<file path="src/sv/assert_macros.svh">
// Assertion macros shared by the RTL. Each macro names the clock and reset
// of the module that uses it, so both must be in scope as i_clk and i_rst_n.
`ifndef ASSERT_MACROS_SVH
`define ASSERT_MACROS_SVH

`ifndef ASSERT_OFF

`define ASSERT_NEVER(lbl, expr, msg) \
    lbl: assert property (@(posedge i_clk) disable iff (!i_rst_n) !(expr)) \
        else $error(msg);

`define ASSERT_IMPLY(lbl, ante, cons, msg) \
    lbl: assert property (@(posedge i_clk) disable iff (!i_rst_n) (ante) |-> (cons)) \
        else $error(msg);

`define ASSERT_NEXT(lbl, ante, cons, msg) \
    lbl: assert property (@(posedge i_clk) disable iff (!i_rst_n) (ante) |=> (cons)) \
        else $error(msg);

`else

`define ASSERT_NEVER(lbl, expr, msg)
`define ASSERT_IMPLY(lbl, ante, cons, msg)
`define ASSERT_NEXT(lbl, ante, cons, msg)

`endif

`endif

</file>
<file path="src/sv/ctb_pkg.sv">
package ctb_pkg;

    localparam int SLOTS   = 16;
    localparam int IDX_W   = (SLOTS > 1) ? $clog2(SLOTS) : 1;
    localparam int CNT_W   = $clog2(SLOTS + 1);
    localparam int DUR_W   = 27;
    localparam int MASK_W  = 16;
    localparam int ELAP_W  = 16;
    localparam int SLOT_W  = 4;
    localparam int EVENT_W = 3;

    typedef logic [IDX_W-1:0] t_idx;
    typedef logic [SLOTS-1:0] t_vec;
    typedef logic [DUR_W-1:0] t_dur;

    typedef enum logic [1:0] {
        KIND_ADD   = 2'd0,
        KIND_TICK  = 2'd1,
        KIND_PAUSE = 2'd2,
        KIND_CONT  = 2'd3
    } t_kind;

    typedef enum logic [EVENT_W-1:0] {
        EV_ADDED     = 3'd0,
        EV_FULL      = 3'd1,
        EV_EXPIRED   = 3'd2,
        EV_TICK_DONE = 3'd3,
        EV_SEL_DONE  = 3'd4
    } t_event;

    typedef enum logic [1:0] {
        ST_IDLE,
        ST_SCAN,
        ST_EMIT
    } t_state;

    // Accepted item handed to the engine.
    typedef struct packed {
        logic                go;
        t_kind               kind;
        t_dur                duration_ms;
        logic [MASK_W-1:0]   select_mask;
        logic [ELAP_W-1:0]   elapsed_ms;
    } t_cmd;

    // Engine results, stable from done until the next command.
    typedef struct packed {
        logic done;
        logic add_ok;
        t_idx add_slot;
        t_vec expired;
        logic nearest_valid;
        t_idx nearest_slot;
        t_dur nearest_rem;
    } t_stat;

    typedef struct packed {
        logic we;
        t_idx waddr;
        t_dur wdata;
        t_idx raddr;
    } t_mem_req;

    // Index of the lowest set bit; zero when none is set.
    function automatic t_idx lowest_set(t_vec v);
        t_idx r;
        r = '0;
        for (int i = SLOTS - 1; i >= 0; i--) begin
            if (v[i]) begin
                r = t_idx'(i);
            end
        end
        return r;
    endfunction

    // Slot index as carried in the result fields, modulo sixteen.
    function automatic logic [SLOT_W-1:0] to_slot(t_idx idx);
        logic [IDX_W+SLOT_W-1:0] w;
        w = {{SLOT_W{1'b0}}, idx};
        return w[SLOT_W-1:0];
    endfunction

endpackage

</file>
<file path="src/sv/ctb_if.sv">
interface ctb_in_if;
    logic                       valid;
    logic                       ready;
    logic [1:0]                 kind;
    logic [ctb_pkg::DUR_W-1:0]  duration_ms;
    logic [ctb_pkg::MASK_W-1:0] select_mask;
    logic [ctb_pkg::ELAP_W-1:0] elapsed_ms;

    modport source (output valid, kind, duration_ms, select_mask, elapsed_ms,
                    input ready);
    modport sink   (input valid, kind, duration_ms, select_mask, elapsed_ms,
                    output ready);
endinterface

interface ctb_out_if;
    logic                        valid;
    logic                        ready;
    logic [ctb_pkg::EVENT_W-1:0] event_res;
    logic [ctb_pkg::SLOT_W-1:0]  slot;
    logic                        nearest_valid;
    logic [ctb_pkg::SLOT_W-1:0]  nearest_slot;
    logic [ctb_pkg::DUR_W-1:0]   nearest_remaining;
    logic                        last;

    modport source (output valid, event_res, slot, nearest_valid, nearest_slot,
                    nearest_remaining, last, input ready);
    modport sink   (input valid, event_res, slot, nearest_valid, nearest_slot,
                    nearest_remaining, last, output ready);
endinterface

</file>
<file path="src/sv/ctb_mem.sv">
module ctb_mem (
    input  logic              i_clk,
    input  ctb_pkg::t_mem_req i_req,
    output ctb_pkg::t_dur     o_rdata
);
    import ctb_pkg::*;

    t_dur r_mem [SLOTS];
    t_dur r_rdata;

    // Remaining time of each slot; read data is registered.
    always_ff @(posedge i_clk) begin
        if (i_req.we) begin
            r_mem[i_req.waddr] <= i_req.wdata;
        end
        r_rdata <= r_mem[i_req.raddr];
    end

    assign o_rdata = r_rdata;

endmodule

</file>
<file path="src/sv/ctb_engine.sv">
module ctb_engine (
    input  logic              i_clk,
    input  logic              i_rst_n,
    input  ctb_pkg::t_cmd     i_cmd,
    output ctb_pkg::t_stat    o_stat,
    output ctb_pkg::t_mem_req o_mem_req,
    input  ctb_pkg::t_dur     i_rdata
);
    import ctb_pkg::*;

    t_vec             r_act;
    t_vec             r_pau;
    t_vec             r_exp;
    logic [CNT_W-1:0] r_rd_idx;
    logic             r_rd_run;
    logic             r_pv;
    t_idx             r_p_idx;
    logic             r_done;
    logic             r_is_tick;
    t_dur             r_elapsed;
    logic             r_nv;
    t_idx             r_ns;
    t_dur             r_nr;
    logic             r_add_ok;
    t_idx             r_add_slot;

    t_vec                     free_vec;
    logic                     free_any;
    t_idx                     free_idx;
    logic [SLOTS+MASK_W-1:0]  mask_ext;
    t_idx                     rd_idx;
    logic                     p_act;
    logic                     p_pau;
    logic                     p_zero;
    logic                     p_over;
    logic                     p_count;
    logic                     p_expire;
    t_dur                     p_new;
    logic                     p_better;
    logic                     add_we;

    assign free_vec = ~r_act;
    assign free_any = |free_vec;
    assign free_idx = lowest_set(free_vec);
    assign mask_ext = {{SLOTS{1'b0}}, i_cmd.select_mask};
    assign rd_idx   = r_rd_idx[IDX_W-1:0];
    assign add_we   = i_cmd.go && (i_cmd.kind == KIND_ADD) && free_any;

    // One slot leaves the memory each cycle; its fate is decided here.
    always_comb begin
        p_act    = r_act[r_p_idx];
        p_pau    = r_pau[r_p_idx];
        p_zero   = (i_rdata == '0);
        p_over   = r_elapsed > i_rdata;
        p_count  = r_is_tick && p_act && !p_zero && !p_pau && !p_over;
        p_expire = r_is_tick && p_act && (p_zero || (!p_pau && p_over));
        p_new    = p_count ? (i_rdata - r_elapsed) : i_rdata;
        p_better = p_act && !p_expire && (!r_nv || (p_new < r_nr));
    end

    always_comb begin
        o_mem_req.raddr = rd_idx;
        if (add_we) begin
            o_mem_req.we    = 1'b1;
            o_mem_req.waddr = free_idx;
            o_mem_req.wdata = i_cmd.duration_ms;
        end else begin
            o_mem_req.we    = r_pv && p_count;
            o_mem_req.waddr = r_p_idx;
            o_mem_req.wdata = p_new;
        end
    end

    always_ff @(posedge i_clk) begin
        if (!i_rst_n) begin
            r_act    <= '0;
            r_pau    <= '0;
            r_rd_run <= 1'b0;
            r_rd_idx <= '0;
            r_pv     <= 1'b0;
            r_done   <= 1'b0;
        end else begin
            r_done <= r_pv && (r_p_idx == t_idx'(SLOTS - 1));
            r_pv   <= r_rd_run;
            if (i_cmd.go) begin
                r_rd_run <= 1'b1;
                r_rd_idx <= '0;
                if (add_we) begin
                    r_act[free_idx] <= 1'b1;
                    r_pau[free_idx] <= 1'b0;
                end
                if (i_cmd.kind == KIND_PAUSE || i_cmd.kind == KIND_CONT) begin
                    for (int i = 0; i < SLOTS; i++) begin
                        if (mask_ext[i] && r_act[i]) begin
                            r_pau[i] <= (i_cmd.kind == KIND_PAUSE);
                        end
                    end
                end
            end else if (r_rd_run) begin
                r_rd_idx <= r_rd_idx + CNT_W'(1);
                if (r_rd_idx == CNT_W'(SLOTS - 1)) begin
                    r_rd_run <= 1'b0;
                end
            end
            if (r_pv && p_expire) begin
                r_act[r_p_idx] <= 1'b0;
                r_pau[r_p_idx] <= 1'b0;
            end
        end
    end

    always_ff @(posedge i_clk) begin
        if (r_rd_run) begin
            r_p_idx <= rd_idx;
        end
        if (i_cmd.go) begin
            r_is_tick  <= (i_cmd.kind == KIND_TICK);
            r_elapsed  <= DUR_W'(i_cmd.elapsed_ms);
            r_exp      <= '0;
            r_nv       <= 1'b0;
            r_ns       <= '0;
            r_nr       <= '0;
            r_add_ok   <= free_any;
            r_add_slot <= free_idx;
        end else if (r_pv) begin
            if (p_expire) begin
                r_exp[r_p_idx] <= 1'b1;
            end
            if (p_better) begin
                r_nv <= 1'b1;
                r_ns <= r_p_idx;
                r_nr <= p_new;
            end
        end
    end

    always_comb begin
        o_stat.done          = r_done;
        o_stat.add_ok        = r_add_ok;
        o_stat.add_slot      = r_add_slot;
        o_stat.expired       = r_exp;
        o_stat.nearest_valid = r_nv;
        o_stat.nearest_slot  = r_ns;
        o_stat.nearest_rem   = r_nr;
    end

endmodule

</file>
<file path="src/sv/countdown_timer_bank.sv">
// Bank of millisecond countdown timers held in one slot memory.
// Input channel i_in carries one item: an add (load a duration into the
// lowest free slot), a tick (milliseconds elapsed), or a pause or continue
// of the slots chosen in a mask. Output channel o_out returns the results
// of that item: for a tick, one expired result per slot that ran out, in
// slot order, then a closing result; for every other kind a single result.
// Every result carries the nearest timer as it stands after the item, and
// the closing result has last set.
// The engine walks all slots through the memory, one slot a cycle, with
// registered read data; once the walk is done the results follow one a
// cycle while the receiver takes them.
// Only one item is in flight: i_in.ready is high while the bank is idle.
// A stalled receiver simply holds the current result; nothing is lost.
// Synchronous reset marks every slot free and unpaused and drops any item
// in flight; the memory itself is not cleared, as the data of free slots is ignored.
module countdown_timer_bank (
    input  logic      i_clk,
    input  logic      i_rst_n,
    ctb_in_if.sink    i_in,
    ctb_out_if.source o_out
);
    import ctb_pkg::*;

    `include "assert_macros.svh"

    t_state   r_state;
    t_state   n_state;
    t_kind    r_kind;
    t_vec     r_exp_left;

    t_cmd     cmd;
    t_stat    stat;
    t_mem_req mem_req;
    t_dur     mem_rdata;
    logic     in_acc;
    logic     out_acc;
    logic     exp_any;
    t_event   ev;
    logic [SLOT_W-1:0] ev_slot;

    assign in_acc  = i_in.valid && i_in.ready;
    assign out_acc = o_out.valid && o_out.ready;
    assign exp_any = |r_exp_left;

    always_comb begin
        cmd.go          = in_acc;
        cmd.kind        = t_kind'(i_in.kind);
        cmd.duration_ms = i_in.duration_ms;
        cmd.select_mask = i_in.select_mask;
        cmd.elapsed_ms  = i_in.elapsed_ms;
    end

    ctb_engine u_engine (
        .i_clk     (i_clk),
        .i_rst_n   (i_rst_n),
        .i_cmd     (cmd),
        .o_stat    (stat),
        .o_mem_req (mem_req),
        .i_rdata   (mem_rdata)
    );

    ctb_mem u_mem (
        .i_clk   (i_clk),
        .i_req   (mem_req),
        .o_rdata (mem_rdata)
    );

    // Sequencer: idle, walk the slots, then hand out the results.
    always_comb begin
        n_state = r_state;
        unique case (r_state)
            ST_IDLE: begin
                if (in_acc) begin
                    n_state = ST_SCAN;
                end
            end
            ST_SCAN: begin
                if (stat.done) begin
                    n_state = ST_EMIT;
                end
            end
            ST_EMIT: begin
                if (out_acc && !exp_any) begin
                    n_state = ST_IDLE;
                end
            end
            default: n_state = ST_IDLE;
        endcase
    end

    always_ff @(posedge i_clk) begin
        if (!i_rst_n) begin
            r_state    <= ST_IDLE;
            r_exp_left <= '0;
        end else begin
            r_state <= n_state;
            if (stat.done) begin
                r_exp_left <= stat.expired;
            end else if (out_acc && exp_any) begin
                // Drop the expiry just delivered, lowest slot first.
                r_exp_left <= r_exp_left & (r_exp_left - t_vec'(1));
            end
        end
    end

    always_ff @(posedge i_clk) begin
        if (in_acc) begin
            r_kind <= t_kind'(i_in.kind);
        end
    end

    // Result selection: pending expiries first, then the closing result.
    always_comb begin
        ev      = EV_SEL_DONE;
        ev_slot = '0;
        if (exp_any) begin
            ev      = EV_EXPIRED;
            ev_slot = to_slot(lowest_set(r_exp_left));
        end else begin
            unique case (r_kind)
                KIND_ADD: begin
                    ev      = stat.add_ok ? EV_ADDED : EV_FULL;
                    ev_slot = stat.add_ok ? to_slot(stat.add_slot) : '0;
                end
                KIND_TICK:  ev = EV_TICK_DONE;
                KIND_PAUSE: ev = EV_SEL_DONE;
                KIND_CONT:  ev = EV_SEL_DONE;
                default:    ev = EV_SEL_DONE;
            endcase
        end
    end

    always_comb begin
        i_in.ready              = (r_state == ST_IDLE);
        o_out.valid             = (r_state == ST_EMIT);
        o_out.event_res         = ev;
        o_out.slot              = ev_slot;
        o_out.nearest_valid     = stat.nearest_valid;
        o_out.nearest_slot      = stat.nearest_valid ? to_slot(stat.nearest_slot) : '0;
        o_out.nearest_remaining = stat.nearest_valid ? stat.nearest_rem : '0;
        o_out.last              = !exp_any;
    end

    // The bank never takes an item while a result is on offer.
    `ASSERT_NEVER(a_no_overlap, i_in.ready && o_out.valid, "item taken during results")
    // The slot walk only finishes while the sequencer waits for it.
    `ASSERT_IMPLY(a_done_in_scan, stat.done, r_state == ST_SCAN, "walk ended outside scan")
    // An expiry result is never the closing one.
    `ASSERT_IMPLY(a_exp_not_last, o_out.valid && o_out.event_res == EV_EXPIRED,
        !o_out.last, "expiry marked last")
    // An accepted item blocks the input until its results are out.
    `ASSERT_NEXT(a_busy_after_accept, in_acc, !i_in.ready, "input open after accept")

endmodule

</file>
<file path="src/flat_wrapper.sv">
// flat-port wrapper written by rule: the top's interface ports become plain ports
module countdown_timer_bank_flat import ctb_pkg::*;
  (i_clk, i_rst_n, i_in_valid, i_in_kind, i_in_duration_ms, i_in_select_mask, i_in_elapsed_ms, i_in_ready, o_out_valid, o_out_event_res, o_out_slot, o_out_nearest_valid, o_out_nearest_slot, o_out_nearest_remaining, o_out_last, o_out_ready);
  ctb_in_if i_in_i ();
  ctb_out_if o_out_i ();
  input  logic i_clk;
  input  logic i_rst_n;
  input wire logic [$bits(i_in_i.valid)-1:0] i_in_valid;
  input wire logic [$bits(i_in_i.kind)-1:0] i_in_kind;
  input wire logic [$bits(i_in_i.duration_ms)-1:0] i_in_duration_ms;
  input wire logic [$bits(i_in_i.select_mask)-1:0] i_in_select_mask;
  input wire logic [$bits(i_in_i.elapsed_ms)-1:0] i_in_elapsed_ms;
  output wire logic [$bits(i_in_i.ready)-1:0] i_in_ready;
  output wire logic [$bits(o_out_i.valid)-1:0] o_out_valid;
  output wire logic [$bits(o_out_i.event_res)-1:0] o_out_event_res;
  output wire logic [$bits(o_out_i.slot)-1:0] o_out_slot;
  output wire logic [$bits(o_out_i.nearest_valid)-1:0] o_out_nearest_valid;
  output wire logic [$bits(o_out_i.nearest_slot)-1:0] o_out_nearest_slot;
  output wire logic [$bits(o_out_i.nearest_remaining)-1:0] o_out_nearest_remaining;
  output wire logic [$bits(o_out_i.last)-1:0] o_out_last;
  input wire logic [$bits(o_out_i.ready)-1:0] o_out_ready;
  assign i_in_i.valid = i_in_valid;
  assign i_in_i.kind = i_in_kind;
  assign i_in_i.duration_ms = i_in_duration_ms;
  assign i_in_i.select_mask = i_in_select_mask;
  assign i_in_i.elapsed_ms = i_in_elapsed_ms;
  assign i_in_ready = i_in_i.ready;
  assign o_out_valid = o_out_i.valid;
  assign o_out_event_res = o_out_i.event_res;
  assign o_out_slot = o_out_i.slot;
  assign o_out_nearest_valid = o_out_i.nearest_valid;
  assign o_out_nearest_slot = o_out_i.nearest_slot;
  assign o_out_nearest_remaining = o_out_i.nearest_remaining;
  assign o_out_last = o_out_i.last;
  assign o_out_i.ready = o_out_ready;
  countdown_timer_bank u_core (.i_clk(i_clk), .i_rst_n(i_rst_n), .i_in(i_in_i), .o_out(o_out_i));
endmodule
</file>
<file path="config.mk">
export PLATFORM = sky130hd
export DESIGN_NAME = countdown_timer_bank_flat
export DESIGN_NICKNAME = d
export VERILOG_FILES = /design/src/sv/ctb_pkg.sv /design/src/sv/ctb_if.sv /design/src/sv/ctb_mem.sv /design/src/sv/ctb_engine.sv /design/src/sv/countdown_timer_bank.sv /design/src/flat_wrapper.sv
export VERILOG_INCLUDE_DIRS = /design/src /design/src/sv
export SDC_FILE = /design/constraint.sdc
export NUM_CORES = 1
export LEC_CHECK = 0
export BUFFER_PORTS_ARGS = -buffer_cell sky130_fd_sc_hd__buf_4
export CAP_MARGIN = 20
export CORE_ASPECT_RATIO = 2
export CORE_UTILIZATION = 65
export CTS_BUF_LIST = sky130_fd_sc_hd__clkbuf_8
export DETAILED_ROUTE_END_ITERATION = 7
export HOLD_SLACK_MARGIN = 0.03
export PLACE_DENSITY = 0.92
export SYNTH_ARGS = -nofsm -noshare
export SYNTH_HDL_FRONTEND = slang
export SYNTH_SLANG_ARGS = --single-unit
</file>
<file path="constraint.sdc">
create_clock -name i_clk -period 11.26 [get_ports i_clk]
set_clock_uncertainty 0.2 [all_clocks]
set_input_delay 1.689 -clock i_clk [delete_from_list [all_inputs] [get_ports i_clk]]
set_output_delay 1.689 -clock i_clk [all_outputs]
set_load 0.005 [all_outputs]
</file>
==> impl_results.html <==
<table>
<tr><th>Metric</th><th>Value</th></tr>
<tr><th colspan="2">Cells and area</th></tr>
<tr><td>Number of nets in the final layout</td><td>1944</td></tr>
<tr><td>Share of final-layout standard cells stronger than drive strength 1</td><td>0.243</td></tr>
<tr><td>Summed area of non-filler cells in the final layout</td><td>0.0285 mm2</td></tr>
<tr><td>Growth of design area from synthesis to finish</td><td>11.7%</td></tr>
<tr><td>Final std cells w/o fill</td><td>2422</td></tr>
<tr><th colspan="2">STA</th></tr>
<tr><td>Crit path time final</td><td>6.97 ns</td></tr>
<tr><td>Setup TNS Final</td><td>0 ns</td></tr>
<tr><td>Final cycle utilization of the critical path</td><td>0.619</td></tr>
<tr><td>Final setup violation count</td><td>0</td></tr>
<tr><td>Final hold violation count</td><td>0</td></tr>
<tr><td>Setup repair after global routing missed its margin</td><td>no</td></tr>
<tr><td>Post-route setup slack</td><td>4.29 ns</td></tr>
<tr><td>Slew of the pin with the lowest slew margin</td><td>1.24 ns</td></tr>
<tr><td>Worst hold margin</td><td>0.259 ns</td></tr>
<tr><td>Worst rel slew slack</td><td>0.167</td></tr>
<tr><td>Final count of pins violating max slew</td><td>0</td></tr>
<tr><td>Maximum achievable frequency</td><td>144 MHz</td></tr>
<tr><th colspan="2">Clock tree</th></tr>
<tr><td>Total CTS buffers</td><td>80</td></tr>
<tr><td>Post-CTS setup repair buffer count</td><td>0</td></tr>
<tr><td>CTS hold repair buffers</td><td>0</td></tr>
<tr><td>CTS H-tree depth</td><td>3</td></tr>
<tr><td>Post-cts resize count</td><td>0</td></tr>
<tr><td>Root buffer cell</td><td>clkbuf_8</td></tr>
<tr><td>Largest buffer count on any clock path</td><td>3</td></tr>
<tr><td>Clock tree from TritonCTS</td><td>built</td></tr>
<tr><td>Clock-pin slew on the worst setup and hold paths</td><td>0.07 ns</td></tr>
<tr><td>Clock latency on the worst-skew pair</td><td>0.65 ns</td></tr>
<tr><td>Num Clock Sinks</td><td>593</td></tr>
<tr><th colspan="2">Floorplanning</th></tr>
<tr><td>Overall die height</td><td>282 um</td></tr>
<tr><td>Starting density of the core</td><td>0.659</td></tr>
<tr><td>CORE AREA</td><td>0.0387 mm2</td></tr>
<tr><td>Die Area</td><td>0.0401 mm2</td></tr>
<tr><td>Floorplan die width</td><td>142 um</td></tr>
<tr><td>IO Count</td><td>107</td></tr>
<tr><td>FP Rows</td><td>102</td></tr>
<tr><th colspan="2">Placed design</th></tr>
<tr><td>Post-Place Cells</td><td>2262</td></tr>
<tr><td>Number of port buffers</td><td>106</td></tr>
<tr><td>Post-DP Area</td><td>0.0268 mm2</td></tr>
<tr><td>Place WS</td><td>4.25 ns</td></tr>
<tr><td>Last weighted congestion value of the routability-driven placer</td><td>0.940</td></tr>
<tr><td>Post-detail-place hpwl</td><td>43500 um</td></tr>
<tr><th colspan="2">Detailed routing</th></tr>
<tr><td>Via-per-instance ratio</td><td>6.59</td></tr>
<tr><td>Total wire length</td><td>66900 um</td></tr>
<tr><td>Via total after detailed routing</td><td>16.0k</td></tr>
<tr><td>Routed wirelength normalized by instance count</td><td>27.6 um</td></tr>
<tr><td>DRC violation count after routing</td><td>0</td></tr>
<tr><td>Iter 0 DRT Violations</td><td>1413</td></tr>
<tr><td>Antenna-violating nets left</td><td>0</td></tr>
<tr><td>Count of TritonRoute iterations in the first routing pass</td><td>7</td></tr>
<tr><th colspan="2">GRT</th></tr>
<tr><td>Global router's overall resource usage</td><td>0.346</td></tr>
<tr><td>Global-route wire length before repair</td><td>98300 um</td></tr>
<tr><td>Overall overflow remaining after global route</td><td>0</td></tr>
<tr><td>Maximum number of pins on one net before global-route repair</td><td>61</td></tr>
<tr><td>Vias in the first global route</td><td>16.6k</td></tr>
<tr><td>Most utilized layer in the global route result</td><td>met2</td></tr>
<tr><td>Antenna violations before repair</td><td>3</td></tr>
<tr><td>Global Route met2 Usage</td><td>0.593</td></tr>
<tr><td>GR Layer Usage met1</td><td>0.374</td></tr>
<tr><td>Met3 GRT Util</td><td>0.0628</td></tr>
<tr><th colspan="2">Yosys</th></tr>
<tr><td>Post-synthesis register bit count</td><td>593</td></tr>
<tr><td>Fraction of registers with async set or reset after synthesis</td><td>0</td></tr>
<tr><td>Avg Synthesized Cell Area</td><td>15.0 um2</td></tr>
<tr><td>Mapped cell area</td><td>0.0255 mm2</td></tr>
<tr><td>Count of yosys warnings during synthesis</td><td>0</td></tr>
<tr><td>Share of the synthesized area in the top cell type</td><td>0.542</td></tr>
<tr><td>Synthesized instance count</td><td>1701</td></tr>
<tr><td>Share of synthesized area occupied by flip-flops and latches</td><td>0.646</td></tr>
<tr><td>Commonest register cell after synthesis</td><td>edfxtp_1</td></tr>
<tr><td>Number of synthesized flops with an enable pin</td><td>460</td></tr>
<tr><td>Largest area contributor in the synthesized netlist</td><td>edfxtp_1</td></tr>
<tr><td>Distinct cells, synth</td><td>88</td></tr>
<tr><td>Post-synth net total</td><td>1811</td></tr>
<tr><td>Largest cells by area after synthesis</td><td>edfxtp_1 (54%), mux4_2 (13%), dfxtp_1 (10%), ha_1 (2.2%), nor2_1 (1.9%)</td></tr>
<tr><th colspan="2">Critical path</th></tr>
<tr><td>Critical path class</td><td>flip-flop to flip-flop</td></tr>
<tr><td>Data required time of the worst path</td><td>11.62 ns</td></tr>
<tr><td>Worst setup SP type</td><td>flip-flop</td></tr>
<tr><td>Arrival time at the worst endpoint</td><td>7.32 ns</td></tr>
<tr><td>Critical-path maximum fanout</td><td>19</td></tr>
<tr><td>Endpoint kind of the worst setup timing path</td><td>flip-flop</td></tr>
<tr><th colspan="2">Min path</th></tr>
<tr><td>Worst hold-check path type</td><td>flip-flop to flip-flop</td></tr>
<tr><th colspan="2">Pwr</th></tr>
<tr><td>Clk pwr share</td><td>0.367</td></tr>
<tr><td>Net load switching power</td><td>981 uW</td></tr>
<tr><td>Int Pwr</td><td>3240 uW</td></tr>
<tr><td>Static Leak</td><td>0.00955 uW</td></tr>
<tr><td>Total power per unit cell area</td><td>148 mW/mm2</td></tr>
<tr><td>Max IR drop VDD</td><td>0.103 mV</td></tr>
<tr><td>Net Sw Frac</td><td>0.232</td></tr>
<tr><td>Combinational Power Share</td><td>0.061</td></tr>
<tr><td>Portion of total power attributed to sequential cells</td><td>0.572</td></tr>
<tr><th colspan="2">Flow run</th></tr>
<tr><td>Max-capacitance violation count</td><td>0</td></tr>
<tr><th colspan="2">Outcome</th></tr>
<tr><td>Result of the run</td><td>complete, no violations</td></tr>
</table>
-- critical path, cell delays in order (launching register included) --
cell and delay, ns:
dfxtp_1 0.32, inv_1 0.07, ha_1 0.19, inv_1 0.07, fa_1 0.41, a21o_1 0.21
and2_1 0.19, o311ai_0 0.61, nand2_1 0.21, o21ai_0 1.01, nand4_1 0.21, xor2_1 0.32
inv_1 0.09, ha_1 0.33, nand4_1 0.14, nor4_1 0.67, and3_1 0.32, o31a_1 0.30
a2111o_1 0.44, nor2_4 0.25, a211oi_1 0.30
-- synth_stat cells, drive strengths merged, types with 3 or more instances --
cell type	n
a211oi	23
a21o	13
a21oi	84
a22oi	4
a31oi	8
and2	40
and3	19
and4	6
buf	29
clkbuf	53
dfxtp	133
edfxtp	460
ha	44
inv	77
mux2	16
mux2i	6
mux4	143
nand2	83
nand2b	6
nand3	50
nand3b	3
nand4	26
nor2	131
nor2b	15
nor3	26
nor3b	5
nor4	11
o211a	6
o211ai	15
o21a	20
o21ai	49
o21bai	5
o31a	3
o31ai	14
or2	6
or3	8
xnor2	12
xor2	11
-- power by group through the flow --
stage	Sequential, uW	Combinational [uW]	Clock (uW)
5_1_grt	2410	275	1660
3_3_place_gp	2460	238	0
4_1_cts	2410	249	1570
3_5_place_dp	2460	249	0
6_report	2410	257	1550
2_1_floorplan	2440	172	0
-- metrics by stage --
stage | total power, uW | util
floorplan | 2610 | -
global placement | 2700 | 0.694
detailed placement | 2710 | 0.694
CTS | 4230 | 0.733
global route | 4340 | 0.737
finish | 4220 | 0.737
-- area by class of cell --
cell class / count / area [um2]
timing repair buffer: 133 / 1080
multi-input combinational: 948 / 8480
antenna: 2 / 5.00
clock buffer: 84 / 1160
tap: 520 / 651
sequential: 593 / 16500
inverter: 78 / 293
clock inverter: 64 / 342
fill: 2284 / 10200
-- flip-flops by register name (all words and copies together), names as in the netlist --
signal                      cells
u_core.u_mem.o_rdata           27
u_core.u_engine.r_act          16
u_core.u_engine.r_rd_run        1
u_core.u_engine.r_rd_idx        5
u_core.u_engine.r_ns            4
u_core.u_engine.r_p_idx         4
u_core.u_engine.r_nv            1
u_core.u_engine.r_elapsed      16
u_core.u_mem.r_mem            432
u_core.u_engine.r_add_slot      4
u_core.u_engine.r_add_ok        1
u_core.r_exp_left              16
u_core.r_kind                   2
u_core.u_engine.r_nr           27
u_core.u_engine.r_is_tick       1
u_core.r_state                  2
u_core.u_engine.r_exp          16
u_core.u_engine.r_pau          16
u_core.u_engine.r_done          1
u_core.u_engine.r_pv            1
-- layout by cell type, fill, tap and decap left out, types with 7 or more instances in the layout --
cell / netlist / final
ha_1: 44 / 44
a21oi_1: 82 / 82
clkinv_1: 1 / 22
nor2b_1: 14 / 13
edfxtp_1: 460 / 460
o211ai_1: 15 / 15
nand3_1: 50 / 50
o31ai_2: 10 / 10
xor2_1: 10 / 10
nor2_1: 130 / 118
nor3_1: 25 / 25
mux4_2: 143 / 143
a21o_1: 13 / 13
nor2_4: 1 / 13
and3_1: 19 / 19
xnor2_1: 12 / 12
and2_1: 40 / 40
nor4_1: 10 / 10
nand2_1: 82 / 82
clkinv_2: 0 / 21
o21a_1: 20 / 20
a211oi_1: 23 / 23
o21ai_0: 48 / 48
or3_1: 7 / 7
nand4_1: 26 / 26
dfxtp_1: 133 / 130
inv_1: 75 / 90
mux2_2: 15 / 15
buf_4: 3 / 128
a31oi_1: 8 / 8
clkbuf_8: 0 / 85
-- cell families (layout without fill, tap and decap cells) --
kind of cell	after synthesis	in the layout	synth area share
AO/OA/AOI/OAI	269	269	0.0725
XOR/XNOR	23	23	0.00820
other	0	2	0
adder cells (fa/ha/maj)	45	45	0.0224
multiplexers	165	165	0.136
flip-flops	593	593	0.646
AND/OR/NAND/NOR	446	446	0.0889
buffers and inverters	160	359	0.0254
-- routing by layer --
metal,part of all wire,vias up
met1,0.33,7912
met5,0.00012,-
li1,-,6881
met4,0.073,2
met3,0.076,271
met2,0.52,899
-- final timing paths --
check	from	endpoint	slack, ns	cells after the start
hold reg to reg	u_core.u_engine.r_exp[1]	u_core.u_engine.r_exp[1]	0.26	2
setup reg to reg	u_core.u_mem.o_rdata[0]	u_core.u_engine.r_nr[16]	4.29	20
setup / recovery	u_core.u_mem.o_rdata[0]	u_core.u_engine.r_nr[16]	4.29	20
hold / removal	u_core.u_engine.r_exp[1]	u_core.u_engine.r_exp[1]	0.26	2
Power figures use the tool's default switching activity.
